--- src/dro_pkg.sv ---
// Package with the widths, constants and sine table of the odometry integrator.
package dro_pkg;

   // Field widths.
   localparam int DIST_W = 16;
   localparam int ANG_W  = 16;
   localparam int HDG_W  = 9;
   localparam int POS_W  = 48;

   // Fraction bits of the cosine and sine values.
   localparam int TRIG_FRAC_BITS = 16;
   localparam int TRIG_MAG_W     = TRIG_FRAC_BITS + 1;
   localparam int TRIG_W         = TRIG_FRAC_BITS + 2;
   localparam int PROD_W         = DIST_W + TRIG_W;
   // A scaled step never exceeds 2^31 in magnitude.
   localparam int STEP_W         = 33;

   // Angles in whole degrees.
   localparam int FULL_TURN    = 360;
   localparam int HALF_TURN    = 180;
   localparam int QUARTER_TURN = 90;
   localparam int SIN_DEPTH    = QUARTER_TURN + 1;
   localparam int SIN_IDX_W    = $clog2(SIN_DEPTH);
   localparam int ABS_HDG_W    = HDG_W - 1;

   // Reduction of the heading change modulo a full turn. The change is biased
   // by a multiple of 360 so that it is never negative, and the quotient is
   // taken by a reciprocal multiply that is exact for every biased value.
   localparam int MOD_BIAS  = 92 * FULL_TURN;
   localparam int MOD_W     = ANG_W + 1;
   localparam int MOD_SHIFT = 25;
   localparam int MOD_RECIP = ((1 << MOD_SHIFT) + FULL_TURN - 1) / FULL_TURN;
   localparam int QUOT_W    = 8;
   localparam int REM_W     = 9;
   localparam int WRAP_W    = HDG_W + 2;

   // Saturation limits of the position accumulators.
   localparam logic signed [POS_W-1:0] POS_MAX = {1'b0, {(POS_W-1){1'b1}}};
   localparam logic signed [POS_W-1:0] POS_MIN = {1'b1, {(POS_W-1){1'b0}}};

   // Pi in Q2.30 and the divisors of the Taylor series terms.
   localparam logic [63:0] PI_Q30 = 64'd3373259426;
   localparam int Q30_SHIFT = 30;
   localparam int TRIG_SHIFT = Q30_SHIFT - TRIG_FRAC_BITS;
   localparam int SERIES_TERMS = 6;
   localparam int unsigned TERM_DIV [SERIES_TERMS] = '{6, 20, 42, 72, 110, 156};

   typedef logic [TRIG_MAG_W-1:0] trig_table_type [SIN_DEPTH];

   // Load enables of the two heading stages.
   typedef struct packed {
      logic quot;
      logic wrap;
   } dro_hdg_load_type;

   // Load enables of the three accumulation stages.
   typedef struct packed {
      logic prod;
      logic step;
      logic pos;
   } dro_acc_load_type;

   // Quarter-wave sine, one entry per degree, built at elaboration from a
   // thirteenth-order series in Q2.30 and rounded half up.
   function automatic trig_table_type build_sin_table();
      trig_table_type tbl;
      logic [63:0]    t;
      logic [63:0]    u;
      logic [63:0]    term;
      logic [63:0]    r;
      longint         acc;
      for (int k = 0; k < SIN_DEPTH; k++) begin
         t    = (64'(k) * PI_Q30) / 64'(HALF_TURN);
         u    = (t * t) >> Q30_SHIFT;
         term = t;
         acc  = longint'(t);
         for (int n = 1; n <= SERIES_TERMS; n++) begin
            term = ((term * u) >> Q30_SHIFT) / 64'(TERM_DIV[n-1]);
            if (n % 2 == 1) begin
               acc = acc - longint'(term);
            end else begin
               acc = acc + longint'(term);
            end
         end
         if (acc < 0) begin
            acc = 0;
         end
         r = (64'(acc) + (64'd1 << (TRIG_SHIFT - 1))) >> TRIG_SHIFT;
         if (r > (64'd1 << TRIG_FRAC_BITS)) begin
            r = 64'd1 << TRIG_FRAC_BITS;
         end
         tbl[k] = TRIG_MAG_W'(r);
      end
      return tbl;
   endfunction

   localparam trig_table_type SIN_TABLE = build_sin_table();

endpackage

--- src/dro_heading.sv ---
// Heading stages: modulo reduction of the change and the wrapped heading state.
module dro_heading (
   input  logic                                clock,
   input  logic                                reset,
   input  dro_pkg::dro_hdg_load_type           load,
   input  logic signed [dro_pkg::DIST_W-1:0]   travel,
   input  logic signed [dro_pkg::ANG_W-1:0]    ang,
   output logic signed [dro_pkg::DIST_W-1:0]   dist_out,
   output logic signed [dro_pkg::HDG_W-1:0]    heading
);
   import dro_pkg::*;

   logic [MOD_W-1:0]              biased;
   logic [2*MOD_W-1:0]            quot_prod;
   logic [MOD_W-1:0]              u_ff;
   logic [QUOT_W-1:0]             quot_ff, quot_in;
   logic signed [DIST_W-1:0]      dist_s1_ff, dist_s2_ff;
   logic [REM_W-1:0]              rem;
   logic signed [WRAP_W-1:0]      sum;
   logic signed [HDG_W-1:0]       heading_ff, heading_in;

   // The quotient of the biased change by a full turn.
   always_comb begin
      biased    = MOD_W'({ang[ANG_W-1], ang}) + MOD_W'(MOD_BIAS);
      quot_prod = (2*MOD_W)'(biased) * (2*MOD_W)'(MOD_RECIP);
      quot_in   = QUOT_W'(quot_prod >> MOD_SHIFT);
   end

   always_ff @(posedge clock) begin
      if (load.quot) begin
         u_ff       <= biased;
         quot_ff    <= quot_in;
         dist_s1_ff <= travel;
      end
   end

   // The remainder lies in 0..359, so one correction brings the sum into range.
   always_comb begin
      rem = REM_W'(u_ff - MOD_W'(MOD_W'(quot_ff) * MOD_W'(FULL_TURN)));
      sum = WRAP_W'(heading_ff) + WRAP_W'({1'b0, rem});
      if (sum > WRAP_W'(HALF_TURN)) begin
         sum = sum - WRAP_W'(FULL_TURN);
      end
      heading_in = HDG_W'(sum);
   end

   always_ff @(posedge clock) begin
      if (reset) begin
         heading_ff <= '0;
      end else if (load.wrap) begin
         heading_ff <= heading_in;
      end
   end

   always_ff @(posedge clock) begin
      if (load.wrap) begin
         dist_s2_ff <= dist_s1_ff;
      end
   end

   assign dist_out = dist_s2_ff;
   assign heading  = heading_ff;

endmodule

--- src/dro_trig.sv ---
// Cosine and sine of the heading by quadrant folding of the sine table.
module dro_trig (
   input  logic                                clock,
   input  logic                                load,
   input  logic signed [dro_pkg::DIST_W-1:0]   travel,
   input  logic signed [dro_pkg::HDG_W-1:0]    heading,
   output logic signed [dro_pkg::DIST_W-1:0]   dist_out,
   output logic signed [dro_pkg::HDG_W-1:0]    heading_out,
   output logic signed [dro_pkg::TRIG_W-1:0]   cos_out,
   output logic signed [dro_pkg::TRIG_W-1:0]   sin_out
);
   import dro_pkg::*;

   logic [ABS_HDG_W-1:0]         mag;
   logic [SIN_IDX_W-1:0]         cos_idx, sin_idx;
   logic                         cos_neg;
   logic signed [TRIG_W-1:0]     cos_val, sin_val;
   logic signed [TRIG_W-1:0]     cos_in, sin_in;
   logic signed [TRIG_W-1:0]     cos_ff, sin_ff;
   logic signed [DIST_W-1:0]     dist_ff;
   logic signed [HDG_W-1:0]      heading_ff;

   always_comb begin
      mag = ABS_HDG_W'(heading[HDG_W-1] ? -heading : heading);
      if (mag <= ABS_HDG_W'(QUARTER_TURN)) begin
         cos_idx = SIN_IDX_W'(ABS_HDG_W'(QUARTER_TURN) - mag);
         sin_idx = SIN_IDX_W'(mag);
         cos_neg = 1'b0;
      end else begin
         cos_idx = SIN_IDX_W'(mag - ABS_HDG_W'(QUARTER_TURN));
         sin_idx = SIN_IDX_W'(ABS_HDG_W'(HALF_TURN) - mag);
         cos_neg = 1'b1;
      end
      cos_val = TRIG_W'({1'b0, SIN_TABLE[cos_idx]});
      sin_val = TRIG_W'({1'b0, SIN_TABLE[sin_idx]});
      cos_in  = cos_neg ? -cos_val : cos_val;
      sin_in  = heading[HDG_W-1] ? -sin_val : sin_val;
   end

   always_ff @(posedge clock) begin
      if (load) begin
         cos_ff     <= cos_in;
         sin_ff     <= sin_in;
         dist_ff    <= travel;
         heading_ff <= heading;
      end
   end

   assign cos_out     = cos_ff;
   assign sin_out     = sin_ff;
   assign dist_out    = dist_ff;
   assign heading_out = heading_ff;

endmodule

--- src/dro_accum.sv ---
// Accumulation stages: products, rescaling to Q16 and saturating position sums.
module dro_accum (
   input  logic                                clock,
   input  logic                                reset,
   input  dro_pkg::dro_acc_load_type           load,
   input  logic signed [dro_pkg::DIST_W-1:0]   travel,
   input  logic signed [dro_pkg::HDG_W-1:0]    heading,
   input  logic signed [dro_pkg::TRIG_W-1:0]   cos_val,
   input  logic signed [dro_pkg::TRIG_W-1:0]   sin_val,
   output logic signed [dro_pkg::POS_W-1:0]    x_position,
   output logic signed [dro_pkg::POS_W-1:0]    y_position,
   output logic signed [dro_pkg::HDG_W-1:0]    heading_deg
);
   import dro_pkg::*;

   localparam int RSH    = (TRIG_FRAC_BITS > 16) ? TRIG_FRAC_BITS - 16 : 0;
   localparam int LSH    = (TRIG_FRAC_BITS < 16) ? 16 - TRIG_FRAC_BITS : 0;
   localparam int RND_SH = (RSH > 0) ? RSH - 1 : 0;
   localparam int RND    = (RSH > 0) ? (1 << RND_SH) : 0;
   // Bias for negative products, so that the floor shift rounds half away
   // from zero on both sides.
   localparam int RND_NEG = (RSH > 0) ? RND - 1 : 0;
   localparam int BIAS_W  = PROD_W + 1;

   logic signed [PROD_W-1:0]   prod_x_ff, prod_y_ff;
   logic signed [STEP_W-1:0]   step_x_ff, step_y_ff, step_x_in, step_y_in;
   logic signed [POS_W-1:0]    pos_x_ff, pos_y_ff, pos_x_in, pos_y_in;
   logic signed [HDG_W-1:0]    hdg_s4_ff, hdg_s5_ff, hdg_out_ff;

   function automatic logic signed [STEP_W-1:0] rescale(input logic signed [PROD_W-1:0] p);
      logic signed [BIAS_W-1:0] biased;
      biased = BIAS_W'(p) + (p[PROD_W-1] ? BIAS_W'(RND_NEG) : BIAS_W'(RND));
      return STEP_W'(biased >>> RSH) <<< LSH;
   endfunction

   function automatic logic signed [POS_W-1:0] sat_add(input logic signed [POS_W-1:0] a,
                                                      input logic signed [STEP_W-1:0] b);
      logic signed [POS_W:0] s;
      s = (POS_W+1)'(a) + (POS_W+1)'(b);
      if (s[POS_W] != s[POS_W-1]) begin
         return s[POS_W] ? POS_MIN : POS_MAX;
      end
      return POS_W'(s);
   endfunction

   always_ff @(posedge clock) begin
      if (load.prod) begin
         prod_x_ff <= PROD_W'(travel) * PROD_W'(cos_val);
         prod_y_ff <= PROD_W'(travel) * PROD_W'(sin_val);
         hdg_s4_ff <= heading;
      end
   end

   always_comb begin
      step_x_in = rescale(prod_x_ff);
      step_y_in = rescale(prod_y_ff);
   end

   always_ff @(posedge clock) begin
      if (load.step) begin
         step_x_ff <= step_x_in;
         step_y_ff <= step_y_in;
         hdg_s5_ff <= hdg_s4_ff;
      end
   end

   always_comb begin
      pos_x_in = sat_add(pos_x_ff, step_x_ff);
      pos_y_in = sat_add(pos_y_ff, step_y_ff);
   end

   always_ff @(posedge clock) begin
      if (reset) begin
         pos_x_ff <= '0;
         pos_y_ff <= '0;
      end else if (load.pos) begin
         pos_x_ff <= pos_x_in;
         pos_y_ff <= pos_y_in;
      end
   end

   always_ff @(posedge clock) begin
      if (load.pos) begin
         hdg_out_ff <= hdg_s5_ff;
      end
   end

   assign x_position  = pos_x_ff;
   assign y_position  = pos_y_ff;
   assign heading_deg = hdg_out_ff;

endmodule

--- src/dead_reckoning_odometry.sv ---
// Top level of the dead-reckoning odometry integrator.
//
//   Channel   Direction  Handshake          Payload
//   req_      in         req_valid/stall    distance_delta, angle_delta
//   rsp_      out        rsp_valid/stall    x_position, y_position, heading_deg
//
// The block is a seven-register pipeline and takes one transaction in every
// clock cycle while no stall holds the pipeline. A result passes through the
// chain of input, quotient, heading, table, product, rescale and position
// registers. Each stage moves on when it is empty or the stage after it
// moves, so bubbles close up and a waiting result does not stop requests
// until the pipeline is full. Reset is synchronous and empties every stage,
// clearing the heading to zero degrees and both positions to zero.
module dead_reckoning_odometry (
   input  logic                               clock,
   input  logic                               reset,
   input  logic                               req_valid,
   output logic                               req_stall,
   input  logic signed [dro_pkg::DIST_W-1:0]  req_distance_delta,
   input  logic signed [dro_pkg::ANG_W-1:0]   req_angle_delta,
   output logic                               rsp_valid,
   input  logic                               rsp_stall,
   output logic signed [dro_pkg::POS_W-1:0]   rsp_x_position,
   output logic signed [dro_pkg::POS_W-1:0]   rsp_y_position,
   output logic signed [dro_pkg::HDG_W-1:0]   rsp_heading_deg
);
   import dro_pkg::*;

   // Stage 0 is the input register, stage 6 the result register.
   localparam int NUM_STAGES = 7;

   logic [NUM_STAGES-1:0]      valid_ff, valid_in;
   logic [NUM_STAGES-1:0]      ready;
   logic [NUM_STAGES-1:0]      load;

   logic signed [DIST_W-1:0]   dist_ff;
   logic signed [ANG_W-1:0]    ang_ff;

   dro_hdg_load_type           hdg_load;
   dro_acc_load_type           acc_load;

   logic signed [DIST_W-1:0]   hdg_dist, trig_dist;
   logic signed [HDG_W-1:0]    hdg_heading, trig_heading;
   logic signed [TRIG_W-1:0]   trig_cos, trig_sin;

   // A stage is ready to take a transaction when it is empty or its own
   // content moves on in the same cycle.
   always_comb begin
      ready[NUM_STAGES-1] = !valid_ff[NUM_STAGES-1] || !rsp_stall;
      for (int k = NUM_STAGES - 2; k >= 0; k--) begin
         ready[k] = !valid_ff[k] || ready[k+1];
      end
      load[0]     = ready[0] && req_valid;
      valid_in[0] = ready[0] ? req_valid : valid_ff[0];
      for (int k = 1; k < NUM_STAGES; k++) begin
         load[k]     = ready[k] && valid_ff[k-1];
         valid_in[k] = ready[k] ? valid_ff[k-1] : valid_ff[k];
      end
   end

   always_ff @(posedge clock) begin
      if (reset) begin
         valid_ff <= '0;
      end else begin
         valid_ff <= valid_in;
      end
   end

   always_ff @(posedge clock) begin
      if (load[0]) begin
         dist_ff <= req_distance_delta;
         ang_ff  <= req_angle_delta;
      end
   end

   always_comb begin
      hdg_load.quot = load[1];
      hdg_load.wrap = load[2];
      acc_load.prod = load[4];
      acc_load.step = load[5];
      acc_load.pos  = load[6];
   end

   dro_heading u_heading (
      .clock    (clock),
      .reset    (reset),
      .load     (hdg_load),
      .travel   (dist_ff),
      .ang      (ang_ff),
      .dist_out (hdg_dist),
      .heading  (hdg_heading)
   );

   dro_trig u_trig (
      .clock       (clock),
      .load        (load[3]),
      .travel      (hdg_dist),
      .heading     (hdg_heading),
      .dist_out    (trig_dist),
      .heading_out (trig_heading),
      .cos_out     (trig_cos),
      .sin_out     (trig_sin)
   );

   dro_accum u_accum (
      .clock       (clock),
      .reset       (reset),
      .load        (acc_load),
      .travel      (trig_dist),
      .heading     (trig_heading),
      .cos_val     (trig_cos),
      .sin_val     (trig_sin),
      .x_position  (rsp_x_position),
      .y_position  (rsp_y_position),
      .heading_deg (rsp_heading_deg)
   );

   assign req_stall = !ready[0];
   assign rsp_valid = valid_ff[NUM_STAGES-1];

endmodule

--- config.mk ---
export PLATFORM = sky130hd
export DESIGN_NAME = dead_reckoning_odometry
export DESIGN_NICKNAME = d
export VERILOG_FILES = /design/src/dro_pkg.sv /design/src/dro_heading.sv /design/src/dro_trig.sv /design/src/dro_accum.sv /design/src/dead_reckoning_odometry.sv
export SDC_FILE = /design/constraint.sdc
export NUM_CORES = 2
export LEC_CHECK = 0
export ABC_AREA = 0
export BUFFER_PORTS_ARGS = -buffer_cell sky130_fd_sc_hd__buf_2
export CAP_MARGIN = 25
export CORE_UTILIZATION = 50
export CTS_BUF_LIST = sky130_fd_sc_hd__clkbuf_16
export CTS_CLUSTER_DIAMETER = 40
export DETAILED_ROUTE_END_ITERATION = 12
export GPL_TIMING_DRIVEN = 0
export PLACE_DENSITY = 0.66
export RECOVER_POWER = 25
export SYNTH_ARGS = -nofsm -noshare
export SYNTH_HDL_FRONTEND = slang
export SYNTH_SLANG_ARGS = --single-unit
--- constraint.sdc ---
create_clock -name clock -period 10.3 [get_ports clock]
set_input_delay 2.06 -clock clock [delete_from_list [all_inputs] [get_ports clock]]
set_output_delay 2.06 -clock clock [all_outputs]
set_load 0.05 [all_outputs]
==> impl_results.md <==
* Fin nets at 6748
* Worst skew pair latency at between 0.6 and 0.7 ns
* Least-Margin Pin Slew at 1.962 ns
* Gr usage total at 0.2874
* CTS clk-pin slew, worst paths at about 0.05 ns
* Vias at 40250
* Yosys warning count at 0
* Final ANT Viol Nets at 0
* Worst endpoint required time at between 10 and 15 ns
* Final worst setup slack at 0.6447 ns
* Worst R2R Start: u_heading.heading[0]
* Post-route insts no fill at about 7000
* Post-Place Worst Slack at 0.6306 ns
* CP startpoint kind: flip-flop
* I/O pin cnt at between 100 and 150
* Skew final at around 0.053 ns
* Vias in the first global route at 40920
* Hold Path End: u_accum.heading_deg[8]
* Final setup vio count at 0
* Critical Path Fanout Max at 14
* Crit-path slowest cell: dfxtp_1
* Max-slew headroom at -0.3105
* Most common cell after layout, fill and taps aside: inv_1
* Synth Register Bits at 411
* Tightest Hold Check Type: reg2reg
* Routed length per instance at between 20 and 25 um
* Commonest cells after routing, fill and taps aside: inv_1 (865), fa_1 (660), nand2_1 (447), ha_1 (424), nor2_1 (311)
* Num rows at 116
* Tcrit/Tclk final at 0.9374
* Fill cells at between 9000 and 10000
* Area grow syn2layout at 10.21%
* Hold depth at 0
* Post-Synthesis Cells at 5397
* Inst Count DP at a little under 7000
* Clk sinks at 411
* Initial antenna violation count at 3
* FF-to-FF End: u_trig.cos_out[15]
* RSZ-0062 raised after global routing: false
* Delay-heaviest family, CP: buffers and inverters
* HPWL Detailed at between 100000 and 150000 um
* Hold_sp: u_accum.hdg_s5_ff[8]
* Crit. End Element: flip-flop
* Run status: finished with violations
* GRT overflow at 0
* Cell Area, Synth at about 51000 sq um
* Port Buffers at between 100 and 150
* Count of pins over their slew limit at 17
* Critical Path Max Stage Delay at between 0.6 and 0.7 ns
* Die area at 103100 sq um
* Initial Util at 0.5064
* Setup TNS at 0 ns
* Most used DFF post-synth: edfxtp_1
* Layout cell share with drive strength beyond 1 at 0.07157
* Mapped Nets at around 6500
* CP most frequent cell: clkbuf_1
* Min Tclk post-route at between 9 and 10 ns
* First-pass DRT Iterations at 6
* FF-to-FF setup slack at approximately 0.64 ns
* Synth top area share at 0.2594
* R2r worst-path depth at 27
* Post-synth cell types at 104
* Largest net degree at the start of global routing at 34
* Max clock buf depth at 3
* Fmax achieved at roughly 100 MHz
* Die span in y at approximately 320 um
* Global-route wire length before repair at around 230000 um
* Register area share after synthesis at 0.2203
* Clock root cell: clkbuf_16
* Gpl congestion at roughly 1.0
* CTS buffer count at between 70 and 80
* Detailed Route Iter0 Violations at 3027
* WP buf/inv at 11
* Post-synth top area cell: fa_1
* Vias per cell at between 5 and 6
* Critical path arrival at approximately 10 ns
* Final hold vios at 0
* Core area at slightly above 100000 sq um
* Residual DRC count at 0
* CTS tree: built
* Async SR Flop Fraction at 0
* Leading post-synthesis cells by cell area: fa_1 (26%), edfxtp_1 (18%), ha_1 (10%)
* Final wirelength at between 100000 and 150000 um
* Worst setup path category: reg2reg
* Syn Area/Cell at about 9.4 sq um
* Number of setup buffers added after CTS at 0
* Number of synthesized flops with an enable pin at 299
* H-tree levels at 3
* Max-cap violations at 1
* Die X at around 320 um
* Failing checks: max-capacitance violations, max-slew violations
-- cells by family after synthesis --
| logic type | synth area share |
|---|---|
| simple gates | 0.1275 |
| fa+ha+maj | 0.3738 |
| buf+inv | 0.08632 |
| compound gates | 0.1410 |
| flops | 0.2203 |
| xor+xnor | 0.04412 |
| mux | 0.007001 |
-- routing by layer --
| layer | part of all wire | wire length, um | vias up | global-route usage |
|---|---|---|---|---|
| met2 | 0.47 | 69300 | 1522 | 0.4838 |
| li1 | - | - | 18490 | - |
| met1 | 0.41 | 60330 | 19820 | 0.3709 |
| met4 | 0.045 | 6567 | 0 | 0.1192 |
| met5 | 0 | 0 | - | 0 |
| met3 | 0.067 | 9760 | 412 | 0.04130 |
-- worst register-to-register path, stage by stage (launching register included) --
cell and delay, ns:
dfxtp_1 0.61, clkbuf_1 0.52, clkinv_1 0.44, clkbuf_1 0.40, clkbuf_1 0.55, ha_1 0.41
buf_4 0.17, or3b_2 0.47, nand3_1 0.23, clkbuf_1 0.45, ha_1 0.35, inv_1 0.15
a2111oi_1 0.45, o21ai_1 0.21, o21ai_1 0.25, clkbuf_1 0.49, clkbuf_2 0.42, ha_1 0.21
clkbuf_1 0.42, nand2b_1 0.24, a21boi_0 0.10, o31a_1 0.24, a311o_1 0.40, or2_0 0.22
clkbuf_1 0.16, or3b_1 0.45, o31ai_1 0.27, xor2_1 0.10
-- cells in the mapped netlist (all sizes together), types with 38 or more instances --
cell / n
nand2: 448
ha: 424
dfxtp: 112
nand2b: 49
buf: 70
o211ai: 50
maj3: 52
a21oi: 257
edfxtp: 299
nor2: 312
xnor2: 178
o21ai: 225
xor2: 76
a21o: 82
nor3: 64
a211oi: 140
o21a: 38
clkbuf: 198
fa: 660
inv: 863
nand3: 62
and2: 277
-- through the flow --
stage                     hold slack (ns)    util  instance area [sq um]
after global routing               0.4114  0.5581                  56130
after detailed placement           0.4045  0.5329                  53600
after global placement             0.4003  0.5303                  53340
final                              0.3951  0.5581                  56130
after CTS                          0.3939  0.5579                  56110
after floorplan                    0.4003       -                  50930
-- what timing repair did --
action	CTS	global route
setup endpoints to repair	0	3
hold buffers	0	0
resized for setup	0	2
-- state kept, by name, summed over array words and instances, names as in the netlist --
name and cells:
u_accum.prod_x_ff 33, u_trig.cos_out 18, u_accum.prod_y_ff 33, u_heading.dist_s1_ff 16, u_heading.dist_out 16, u_accum.step_x_ff 33
ang_ff 16, valid_ff 7, u_accum.x_position 48, dist_ff 16, u_accum.heading_deg 9, u_accum.step_y_ff 33
u_accum.hdg_s4_ff 9, u_heading.u_ff 9, u_trig.dist_out 16, u_accum.hdg_s5_ff 9, u_trig.sin_out 18, u_trig.heading_out 9
u_heading.quot_ff 6, u_accum.y_position 48, u_heading.heading 9
-- worst max path at each step --
stage | from | to | slack (ns) | depth (start not counted)
after floorplan | rsp_stall | u_accum.hdg_s4_ff[0] | 1.94 | 2
after global placement | rsp_stall | u_accum.prod_y_ff[28] | -1.12 | 3
after detailed placement | u_heading.heading[0] | u_trig.cos_out[15] | 0.63 | 27
after CTS | u_heading.heading[0] | u_trig.cos_out[15] | 0.59 | 27
after global routing | u_heading.heading[0] | u_trig.cos_out[15] | 0.15 | 27
final | u_heading.heading[0] | u_trig.cos_out[15] | 0.64 | 27
-- layout make-up --
| class | count | area (sq um) | area share |
|---|---|---|---|
| Multi-Input combinational cell | 3852 | 35370 | 0.6300 |
| Sequential cell | 411 | 11220 | 0.1999 |
| Inverter | 866 | 3251 | 0.05791 |
| Clock buffer | 75 | 1877 | 0.03343 |
| Tap cell | 1357 | 1698 | 0.03025 |
| Buffer | 268 | 1150 | 0.02048 |
| Timing Repair Buffer | 155 | 930.9 | 0.01658 |
| Clock inverter | 60 | 638.1 | 0.01137 |
| Antenna cell | 1 | 2.502 | 0.00004458 |
Power is left out: the tool's default activity adds up to more than one toggle a clock period on the data nets, which glitch-free logic cannot reach.
